File: src/rtl/core/wspr_pkg.sv
// Package with shared types, constants and register indexes for the wheel speed PI ramp block.
package wspr_pkg;

   localparam int WHEELS      = 2;
   localparam int WHEEL_IDX_W = (WHEELS > 1) ? $clog2(WHEELS) : 1;

   localparam int CSR_IDX_W   = 3;
   localparam int CSR_DATA_W  = 16;

   localparam int SPEED_W     = 20;
   localparam int ERR_W       = 22;
   localparam int DIFF_W      = 23;
   localparam int PROD_W      = 40;
   localparam int ACC_W       = 41;
   localparam int DELTA_W     = ACC_W - 16;
   localparam int REQ_SUM_W   = DELTA_W + 1;
   localparam int DUTY_W      = 16;

   localparam logic [CSR_IDX_W-1:0] CSR_MAX_DUTY      = 3'd0;
   localparam logic [CSR_IDX_W-1:0] CSR_RAMP_STEP     = 3'd1;
   localparam logic [CSR_IDX_W-1:0] CSR_PROP_GAIN     = 3'd2;
   localparam logic [CSR_IDX_W-1:0] CSR_INTEGRAL_GAIN = 3'd3;
   localparam logic [CSR_IDX_W-1:0] CSR_SPEED_SCALE   = 3'd4;

   localparam logic [15:0] RST_MAX_DUTY      = 16'd4000;
   localparam logic [15:0] RST_RAMP_STEP     = 16'd80;
   localparam logic [15:0] RST_PROP_GAIN     = 16'd128;
   localparam logic [15:0] RST_INTEGRAL_GAIN = 16'd102;
   localparam logic [15:0] RST_SPEED_SCALE   = 16'd5026;

   typedef struct packed {
      logic [15:0] max_duty;
      logic [15:0] ramp_step;
      logic [15:0] prop_gain;
      logic [15:0] integral_gain;
      logic [15:0] speed_scale;
   } cfg_type;

   typedef enum logic [2:0] {
      ST_IDLE,
      ST_SPEED,
      ST_ERR,
      ST_MUL,
      ST_DELTA,
      ST_CLAMP,
      ST_COMMIT
   } state_type;

   typedef struct packed {
      logic load;
      logic speed_en;
      logic err_en;
      logic mul_en;
      logic delta_en;
      logic clamp_en;
      logic commit;
   } cmd_type;

   typedef struct packed {
      logic rsp_free;
   } status_type;

endpackage

File: src/rtl/core/wspr_if.sv
// Handshake channel interfaces for the request and response beats.
interface wspr_req_if;
   logic        valid;
   logic        ready;
   logic        wheel;
   logic [15:0] pulse_count;
   logic [19:0] target_speed;

   modport source (output valid, output wheel, output pulse_count, output target_speed,
                   input ready);
   modport sink (input valid, input wheel, input pulse_count, input target_speed,
                 output ready);
endinterface

interface wspr_rsp_if;
   logic        valid;
   logic        ready;
   logic        wheel_out;
   logic [15:0] duty;

   modport source (output valid, output wheel_out, output duty, input ready);
   modport sink (input valid, input wheel_out, input duty, output ready);
endinterface

File: src/rtl/core/wspr_csr.sv
// Configuration register file with reset values and indexed write port.
module wspr_csr
   import wspr_pkg::*;
(
   input  logic                  clock,
   input  logic                  reset,
   input  logic                  csr_we,
   input  logic [CSR_IDX_W-1:0]  csr_index,
   input  logic [CSR_DATA_W-1:0] csr_wdata,
   output cfg_type               cfg
);

   cfg_type cfg_ff;
   cfg_type cfg_in;

   always_comb begin
      cfg_in = cfg_ff;
      if (csr_we) begin
         unique case (csr_index)
            CSR_MAX_DUTY:      cfg_in.max_duty      = csr_wdata;
            CSR_RAMP_STEP:     cfg_in.ramp_step     = csr_wdata;
            CSR_PROP_GAIN:     cfg_in.prop_gain     = csr_wdata;
            CSR_INTEGRAL_GAIN: cfg_in.integral_gain = csr_wdata;
            CSR_SPEED_SCALE:   cfg_in.speed_scale   = csr_wdata;
            default:           cfg_in = cfg_ff;
         endcase
      end
   end

   always_ff @(posedge clock) begin
      if (reset) begin
         cfg_ff.max_duty      <= RST_MAX_DUTY;
         cfg_ff.ramp_step     <= RST_RAMP_STEP;
         cfg_ff.prop_gain     <= RST_PROP_GAIN;
         cfg_ff.integral_gain <= RST_INTEGRAL_GAIN;
         cfg_ff.speed_scale   <= RST_SPEED_SCALE;
      end else begin
         cfg_ff <= cfg_in;
      end
   end

   assign cfg = cfg_ff;

endmodule

File: src/rtl/core/wspr_ctrl.sv
// Sequencer that steps one beat through the PI datapath and waits on the output register.
module wspr_ctrl
   import wspr_pkg::*;
(
   input  logic       clock,
   input  logic       reset,
   input  logic       req_valid,
   output logic       req_ready,
   input  status_type status,
   output cmd_type    cmd
);

   state_type state_ff;
   state_type state_in;

   always_ff @(posedge clock) begin
      if (reset) begin
         state_ff <= ST_IDLE;
      end else begin
         state_ff <= state_in;
      end
   end

   always_comb begin
      state_in  = state_ff;
      cmd       = '0;
      req_ready = 1'b0;
      unique case (state_ff)
         ST_IDLE: begin
            req_ready = 1'b1;
            if (req_valid) begin
               cmd.load = 1'b1;
               state_in = ST_SPEED;
            end
         end
         ST_SPEED: begin
            cmd.speed_en = 1'b1;
            state_in     = ST_ERR;
         end
         ST_ERR: begin
            cmd.err_en = 1'b1;
            state_in   = ST_MUL;
         end
         ST_MUL: begin
            cmd.mul_en = 1'b1;
            state_in   = ST_DELTA;
         end
         ST_DELTA: begin
            cmd.delta_en = 1'b1;
            state_in     = ST_CLAMP;
         end
         ST_CLAMP: begin
            cmd.clamp_en = 1'b1;
            state_in     = ST_COMMIT;
         end
         ST_COMMIT: begin
            // Hold here until the output register can take the new duty.
            if (status.rsp_free) begin
               cmd.commit = 1'b1;
               state_in   = ST_IDLE;
            end
         end
         default: state_in = ST_IDLE;
      endcase
   end

   a_commit_needs_room: assert property (@(posedge clock) disable iff (reset)
      cmd.commit |-> status.rsp_free)
      else $error("commit while output register is full");

   a_load_starts_speed: assert property (@(posedge clock) disable iff (reset)
      (req_valid && req_ready) |=> (state_ff == ST_SPEED))
      else $error("accepted beat did not start the speed step");

   a_commit_returns_idle: assert property (@(posedge clock) disable iff (reset)
      cmd.commit |=> (state_ff == ST_IDLE))
      else $error("sequencer did not return to idle after commit");

endmodule

File: src/rtl/core/wspr_dp.sv
// Datapath: speed scaling, PI delta, duty clamp and slew, per-wheel state and output register.
module wspr_dp
   import wspr_pkg::*;
(
   input  logic        clock,
   input  logic        reset,
   input  cfg_type     cfg,
   input  cmd_type     cmd,
   output status_type  status,
   input  logic        req_wheel,
   input  logic [15:0] req_pulse_count,
   input  logic [19:0] req_target_speed,
   output logic        rsp_valid,
   input  logic        rsp_ready,
   output logic        rsp_wheel_out,
   output logic [15:0] rsp_duty
);

   // Captured request
   logic               wheel_ff;
   logic [15:0]        count_ff;
   logic [19:0]        target_ff;

   logic [SPEED_W-1:0]        speed_ff, speed_in;
   logic signed [ERR_W-1:0]   err_ff, err_in;
   logic signed [DIFF_W-1:0]  diff_ff, diff_in;
   logic signed [PROD_W-1:0]  pterm_ff, pterm_in;
   logic signed [PROD_W-1:0]  iterm_ff, iterm_in;
   logic signed [DELTA_W-1:0] delta_ff, delta_in;
   logic [DUTY_W-1:0]         req_duty_ff, req_duty_in;

   logic signed [ERR_W-1:0]   last_error_ff [WHEELS];
   logic [DUTY_W-1:0]         current_duty_ff [WHEELS];

   logic                      rsp_valid_ff;
   logic                      rsp_wheel_ff;
   logic [DUTY_W-1:0]         rsp_duty_ff;

   logic [WHEEL_IDX_W-1:0]    idx;
   logic [31:0]               speed_prod;
   logic signed [ACC_W-1:0]   acc;
   logic signed [ACC_W-1:0]   acc_adj;
   logic signed [REQ_SUM_W-1:0] req_sum;
   logic signed [REQ_SUM_W-1:0] max_s;
   logic [DUTY_W-1:0]         cur;
   logic signed [DUTY_W+1:0]  up_lim;
   logic signed [DUTY_W+1:0]  dn_lim;
   logic signed [DUTY_W+1:0]  req_s;
   logic [DUTY_W-1:0]         next_duty;

   // Each wheel has its own state slot; with a single slot both wheels share it.
   assign idx = (WHEELS > 1) ? WHEEL_IDX_W'(wheel_ff) : '0;
   assign cur = current_duty_ff[idx];

   always_comb begin
      speed_prod = 32'(count_ff) * 32'(cfg.speed_scale);
      if (speed_prod[31:SPEED_W] != '0) begin
         speed_in = '1;
      end else begin
         speed_in = speed_prod[SPEED_W-1:0];
      end

      err_in  = $signed({2'b00, target_ff}) - $signed({2'b00, speed_ff});
      diff_in = DIFF_W'(err_in) - DIFF_W'(last_error_ff[idx]);

      pterm_in = PROD_W'($signed({1'b0, cfg.prop_gain})) * PROD_W'(diff_ff);
      iterm_in = PROD_W'($signed({1'b0, cfg.integral_gain})) * PROD_W'(err_ff);

      // Truncate the Q16 sum toward zero.
      acc      = ACC_W'(pterm_ff) + ACC_W'(iterm_ff);
      acc_adj  = acc + (acc[ACC_W-1] ? ACC_W'(65535) : ACC_W'(0));
      delta_in = acc_adj[ACC_W-1:16];

      req_sum = $signed({{(REQ_SUM_W-DUTY_W){1'b0}}, cur}) + REQ_SUM_W'(delta_ff);
      max_s   = $signed({{(REQ_SUM_W-DUTY_W){1'b0}}, cfg.max_duty});
      if (req_sum > max_s) begin
         req_duty_in = cfg.max_duty;
      end else if (req_sum[REQ_SUM_W-1]) begin
         req_duty_in = '0;
      end else begin
         req_duty_in = req_sum[DUTY_W-1:0];
      end

      up_lim = $signed({2'b00, cur}) + $signed({2'b00, cfg.ramp_step});
      dn_lim = $signed({2'b00, cur}) - $signed({2'b00, cfg.ramp_step});
      req_s  = $signed({2'b00, req_duty_ff});
      if (req_s > up_lim) begin
         next_duty = up_lim[DUTY_W-1:0];
      end else if (req_s < dn_lim) begin
         next_duty = dn_lim[DUTY_W-1:0];
      end else begin
         next_duty = req_duty_ff;
      end
   end

   always_ff @(posedge clock) begin
      if (cmd.load) begin
         wheel_ff  <= req_wheel;
         count_ff  <= req_pulse_count;
         target_ff <= req_target_speed;
      end
      if (cmd.speed_en) begin
         speed_ff <= speed_in;
      end
      if (cmd.err_en) begin
         err_ff  <= err_in;
         diff_ff <= diff_in;
      end
      if (cmd.mul_en) begin
         pterm_ff <= pterm_in;
         iterm_ff <= iterm_in;
      end
      if (cmd.delta_en) begin
         delta_ff <= delta_in;
      end
      if (cmd.clamp_en) begin
         req_duty_ff <= req_duty_in;
      end
      if (cmd.commit) begin
         rsp_wheel_ff <= wheel_ff;
         rsp_duty_ff  <= next_duty;
      end
   end

   always_ff @(posedge clock) begin
      if (reset) begin
         for (int i = 0; i < WHEELS; i++) begin
            last_error_ff[i]   <= '0;
            current_duty_ff[i] <= '0;
         end
      end else if (cmd.commit) begin
         last_error_ff[idx]   <= err_ff;
         current_duty_ff[idx] <= next_duty;
      end
   end

   always_ff @(posedge clock) begin
      if (reset) begin
         rsp_valid_ff <= 1'b0;
      end else if (cmd.commit) begin
         rsp_valid_ff <= 1'b1;
      end else if (rsp_ready) begin
         rsp_valid_ff <= 1'b0;
      end
   end

   assign status.rsp_free = !rsp_valid_ff || rsp_ready;
   assign rsp_valid       = rsp_valid_ff;
   assign rsp_wheel_out   = rsp_wheel_ff;
   assign rsp_duty        = rsp_duty_ff;

endmodule

File: src/rtl/core/wheel_speed_pi_ramp.sv
// Top level of the per-wheel incremental PI speed controller with duty clamp and slew.
// A request beat is taken only in idle and then passes the six sequencer steps, from speed
// to commit, before its response is registered and the next request beat can be taken.
// A response that is not taken stalls the sequencer at its commit step only.
// Reset is synchronous and active high; it loads register defaults and clears both wheels'
// stored error and duty, and leaves no response pending.
module wheel_speed_pi_ramp
   import wspr_pkg::*;
(
   input  logic                  clock,
   input  logic                  reset,
   wspr_req_if.sink              req_ch,
   wspr_rsp_if.source            rsp_ch,
   input  logic                  csr_we,
   input  logic [CSR_IDX_W-1:0]  csr_index,
   input  logic [CSR_DATA_W-1:0] csr_wdata
);

   cfg_type    cfg;
   cmd_type    cmd;
   status_type status;
   logic       req_ready;

   // Register file; writes are expected only while the controller is idle.
   wspr_csr u_csr (
      .clock     (clock),
      .reset     (reset),
      .csr_we    (csr_we),
      .csr_index (csr_index),
      .csr_wdata (csr_wdata),
      .cfg       (cfg)
   );

   // The sequencer walks each beat through speed, error, gain products, delta, clamp
   // and commit, one registered step per cycle, waiting at commit while the output is held.
   wspr_ctrl u_ctrl (
      .clock     (clock),
      .reset     (reset),
      .req_valid (req_ch.valid),
      .req_ready (req_ready),
      .status    (status),
      .cmd       (cmd)
   );

   // The datapath holds the per-wheel error and duty and the output register, so a
   // finished duty can wait for the sink while the next request is accepted.
   wspr_dp u_dp (
      .clock            (clock),
      .reset            (reset),
      .cfg              (cfg),
      .cmd              (cmd),
      .status           (status),
      .req_wheel        (req_ch.wheel),
      .req_pulse_count  (req_ch.pulse_count),
      .req_target_speed (req_ch.target_speed),
      .rsp_valid        (rsp_ch.valid),
      .rsp_ready        (rsp_ch.ready),
      .rsp_wheel_out    (rsp_ch.wheel_out),
      .rsp_duty         (rsp_ch.duty)
   );

   assign req_ch.ready = req_ready;

endmodule

File: src/flat_wrapper.sv
// flat-port wrapper written by rule: the top's interface ports become plain ports
module wheel_speed_pi_ramp_flat import wspr_pkg::*;
  (clock, reset, csr_we, csr_index, csr_wdata, req_ch_valid, req_ch_wheel, req_ch_pulse_count, req_ch_target_speed, req_ch_ready, rsp_ch_valid, rsp_ch_wheel_out, rsp_ch_duty, rsp_ch_ready);
  wspr_req_if req_ch_i ();
  wspr_rsp_if rsp_ch_i ();
  input  logic clock;
  input  logic reset;
  input  logic csr_we;
  input  logic [CSR_IDX_W-1:0] csr_index;
  input  logic [CSR_DATA_W-1:0] csr_wdata;
  input wire logic [$bits(req_ch_i.valid)-1:0] req_ch_valid;
  input wire logic [$bits(req_ch_i.wheel)-1:0] req_ch_wheel;
  input wire logic [$bits(req_ch_i.pulse_count)-1:0] req_ch_pulse_count;
  input wire logic [$bits(req_ch_i.target_speed)-1:0] req_ch_target_speed;
  output wire logic [$bits(req_ch_i.ready)-1:0] req_ch_ready;
  output wire logic [$bits(rsp_ch_i.valid)-1:0] rsp_ch_valid;
  output wire logic [$bits(rsp_ch_i.wheel_out)-1:0] rsp_ch_wheel_out;
  output wire logic [$bits(rsp_ch_i.duty)-1:0] rsp_ch_duty;
  input wire logic [$bits(rsp_ch_i.ready)-1:0] rsp_ch_ready;
  assign req_ch_i.valid = req_ch_valid;
  assign req_ch_i.wheel = req_ch_wheel;
  assign req_ch_i.pulse_count = req_ch_pulse_count;
  assign req_ch_i.target_speed = req_ch_target_speed;
  assign req_ch_ready = req_ch_i.ready;
  assign rsp_ch_valid = rsp_ch_i.valid;
  assign rsp_ch_wheel_out = rsp_ch_i.wheel_out;
  assign rsp_ch_duty = rsp_ch_i.duty;
  assign rsp_ch_i.ready = rsp_ch_ready;
  wheel_speed_pi_ramp u_core (.clock(clock), .reset(reset), .req_ch(req_ch_i), .rsp_ch(rsp_ch_i), .csr_we(csr_we), .csr_index(csr_index), .csr_wdata(csr_wdata));
endmodule
File: config.mk
export PLATFORM = sky130hd
export DESIGN_NAME = wheel_speed_pi_ramp_flat
export DESIGN_NICKNAME = d
export VERILOG_FILES = /design/src/rtl/core/wspr_pkg.sv /design/src/rtl/core/wspr_if.sv /design/src/rtl/core/wspr_csr.sv /design/src/rtl/core/wspr_ctrl.sv /design/src/rtl/core/wspr_dp.sv /design/src/rtl/core/wheel_speed_pi_ramp.sv /design/src/flat_wrapper.sv
export SDC_FILE = /design/constraint.sdc
export NUM_CORES = 2
export LEC_CHECK = 0
export BUFFER_PORTS_ARGS = -buffer_cell sky130_fd_sc_hd__buf_2
export CAP_MARGIN = 5
export CORE_MARGIN = 8
export CORE_UTILIZATION = 50
export CTS_CLUSTER_SIZE = 14
export DETAILED_ROUTE_END_ITERATION = 7
export GPL_ROUTABILITY_DRIVEN = 0
export GPL_TIMING_DRIVEN = 1
export PLACE_DENSITY = 0.69
export SLEW_MARGIN = 20
export SYNTH_ARGS = -nofsm -noshare
export SYNTH_HDL_FRONTEND = slang
export SYNTH_HIERARCHICAL = 1
export SYNTH_SLANG_ARGS = --single-unit
File: constraint.sdc
create_clock -name clock -period 6.7 [get_ports clock]
set_clock_uncertainty 0.05 [all_clocks]
set_input_delay 1.34 -clock clock [delete_from_list [all_inputs] [get_ports clock]]
set_output_delay 1.34 -clock clock [all_outputs]
set_load 0.02 [all_outputs]
==> qor.csv <==
metric,value,unit
hold_slack,0.432,ns
vias,42600,
vias_per_cell,5.36,
cts_tree,done,
worstSetupStartpointType,flop,
cap_violations,0,
worstPathRequired,7.02,ns
io_pins,80,
syn-cell-area,57100,um^2
dp_hpwl,127000,um
drtPass1Iterations,5,
final_hold_viol_count,0,
diodes,0,
maxSlewViolCount,0,
r2r-start,u_core/u_dp/count_ff[9],
yosys_register_bits,396,
holdPathEnd,u_core/u_csr/cfg[65],
finalSetupTns,-2.19,ns
dieArea,125000,um^2
synth_area_per_cell,9.47,um^2
power.density,287,nW/um^2
min_path_type,flop to flop,
seq_area_frac_synth,0.193,
reg2regPathDepth,23,
portBuffers,79,
syn2layout_area_growth,13.7,%
regToRegEndpoint,u_core/u_dp/speed_ff[12],
dpl-instance-area,61800,um^2
grt-ovfl-total,0,
ctsRootBufferMaster,clkbuf_16,
layout-drive-gt1-share,0.130,
die_y,354,um
layout.nets,7845,
min_period_over_period,1.02,
routed_wl,153000,um
syn_inst,6023,
async_flop_share,0,
reg2reg_slack,-0.13,ns
htree_levels,2,
worstSkewPairLatency,0.65,ns
cts_hold_buf,0,
worstSetupPathType,flop to flop,
route.detailed.drc,0,
fin_crit,6.83,ns
peakVddDrop,0.618,mV
hold_depth,2,
routedWlPerCell,19.2,um
start_util,0.502,
synth_cell_type_count,92,
core_region_area,114000,um^2
grt_antenna_before_repair,2,
leakage,0.0311,uW
ctsLongestPathBuffers,3,
cp-end-kind,flop,
syn_nets,7471,
finalSetupViolCount,22,
slew_headroom,0.317,
setup_slack,-0.131,ns
rsz0062_at_grt,true,
grt_pass1_wl,241000,um
max_clock_freq,0.146,GHz
hp-start,u_core/u_csr/cfg[65],
cts.sinks,396,
final_area,64900,um^2
cts_buffers,50,
clk_pin_slew,0.06,ns
violations,setup timing,
grt_usage,0.241,
final_antenna_net_count,0,
grt_pass1_vias,43900,
worstPathMaxFanout,7,
final_util,0.570,
worst_pin_slew,1.02,ns
die_x,354,um
drtIter0Drc,3115,
status,"complete, but fails checks",
synth-warning-count,6,
synth_ff_type,edfxtp_1,
num_rows,124,
synth_edf_count,311,
grt_max_degree,66,
crit_arrival,7.15,ns
==> final cells by class <==
type	instances	area, um^2
fillers	9720	48900
multi-input cells	4155	41200
flip-flops and latches	396	11100
inverters	1261	4730
repair buffers	533	4300
well taps	1512	1890
clock buffers	65	1390
clock inverters	29	315
==> cell usage after synthesis, types with 5 or more instances <==
cell | instances | area [um^2]
a21o_1 | 71 | 533
o21bai_1 | 20 | 150
edfxtp_1 | 311 | 9340
nor2_1 | 190 | 713
a2111oi_0 | 9 | 78.8
or2_2 | 15 | 93.8
inv_1 | 1261 | 4730
o21a_1 | 41 | 308
buf_2 | 12 | 60.1
o31ai_1 | 13 | 97.6
a31oi_1 | 21 | 131
a221oi_1 | 5 | 43.8
nor2b_1 | 36 | 225
clkbuf_1 | 191 | 717
xor2_1 | 48 | 420
mux2i_1 | 121 | 1210
a41oi_1 | 6 | 52.6
fa_1 | 898 | 18000
and4_1 | 9 | 78.8
dfxtp_1 | 85 | 1700
and2_1 | 452 | 2830
ha_1 | 489 | 6120
nand2_1 | 700 | 2630
a211oi_1 | 26 | 195
nand3_1 | 70 | 350
nor3_1 | 56 | 280
nor3b_1 | 9 | 67.6
a21oi_1 | 201 | 1010
o31a_1 | 9 | 78.8
or3_1 | 15 | 93.8
xnor2_1 | 163 | 1430
and3_1 | 25 | 156
mux2_2 | 27 | 304
nor4_1 | 11 | 68.8
nand2b_1 | 130 | 813
o21ai_0 | 127 | 636
o211ai_1 | 19 | 143
a21boi_0 | 12 | 90.1
nand4_1 | 17 | 106
==> stage by stage <==
step	instances	setup slack (ns)	total power, uW
6_report	7951	-0.131	18600
5_1_grt	7951	-0.348	20100
4_1_cts	7925	-0.108	18200
3_5_place_dp	7791	-0.364	14800
3_3_place_gp	7791	-0.260	14600
2_1_floorplan	6023	0.00398	10700
==> report_power, final <==
part | switching, uW | internal (uW)
Sequential | 128 | 3090
Clock | 1170 | 1640
Combinational | 6850 | 5740
==> layer usage <==
layer	wire [um]	up-vias	global-route usage
met5	10	-	0
met4	7140	2	0.0967
met3	9490	316	0.0364
met2	72900	1395	0.405
met1	63400	21300	0.313
li1	-	19600	-
==> worst max path at each step <==
stage | startpoint | end | cells past startpoint
4_1_cts | u_core/u_dp/count_ff[10] | u_core/u_dp/speed_ff[0] | 25
6_report | u_core/u_dp/count_ff[9] | u_core/u_dp/speed_ff[12] | 23
5_1_grt | u_core/u_dp/count_ff[8] | u_core/u_dp/speed_ff[12] | 28
3_3_place_gp | u_core/u_csr/cfg[34] | u_core/u_dp/pterm_ff[39] | 24
2_1_floorplan | u_core/u_csr/cfg[34] | u_core/u_dp/pterm_ff[38] | 24
3_5_place_dp | u_core/u_csr/cfg[34] | u_core/u_dp/pterm_ff[39] | 24
==> state kept, by name, indices dropped and copies added, names as in the netlist, named ones only <==
signal and flops:
u_core/u_csr/cfg 80, u_core/u_dp/last_error_ff 42, u_core/u_dp/pterm_ff 40, u_core/u_dp/iterm_ff 38
u_core/u_dp/current_duty_ff 32, u_core/u_dp/delta_ff 25, u_core/u_dp/diff_ff 23, u_core/u_dp/err_ff 21
u_core/u_dp/speed_ff 20, u_core/u_dp/target_ff 20, u_core/u_dp/count_ff 16, u_core/u_dp/req_duty_ff 16
u_core/u_dp/rsp_duty 16, u_core/u_ctrl/state_ff 3, u_core/u_dp/idx 1, u_core/u_dp/rsp_valid 1
u_core/u_dp/rsp_wheel_out 1
==> placed cells by master (no fill, tap or decap), types with 71 or more instances in the layout <==
cell type / netlist / routed
mux2i_1: 121 / 121
buf_2: 12 / 79
nor2_1: 190 / 189
nand2b_1: 130 / 117
and2_1: 452 / 444
a21oi_1: 201 / 181
inv_1: 1261 / 1244
a21o_1: 71 / 71
xnor2_1: 163 / 162
ha_1: 489 / 476
buf_4: 3 / 393
edfxtp_1: 311 / 311
fa_1: 898 / 885
nand2_1: 700 / 687
o21ai_0: 127 / 118
==> cell families (layout without fill, tap and decap cells) <==
logic type,after synthesis,after routing,synth area share
mux,148,148,0.0266
xor+xnor,211,211,0.0324
simple gates,1773,1773,0.156
flops,396,396,0.193
buf+inv,1472,1888,0.0975
fa+ha+maj,1387,1387,0.422
compound gates,636,636,0.0717
==> repair_timing <==
action	CTS	global route
buffers inserted	38	27
pin swaps	24	92
endpoints found under the hold margin	0	0
resized for setup	83	119
cloned	2	2
setup endpoints to repair	31	40
==> critical path: stages, from the launching register on <==
cell      delay [ns]
edfxtp_1        0.42
buf_6           0.14
buf_4           0.15
and2_1          0.18
fa_1            0.50
inv_1           0.05
fa_1            0.57
fa_1            0.47
fa_1            0.54
fa_1            0.56
inv_1           0.05
ha_1            0.35
ha_1            0.34
buf_4           0.15
and3_1          0.18
nand2_1         0.11
nor3_2          0.23
a21oi_2         0.10
o31a_1          0.30
mux2i_1         0.13
or4_4           0.58
buf_12          0.17
buf_16          0.13
o21bai_1        0.15
Note: power is estimated with default switching activity, not from simulation.
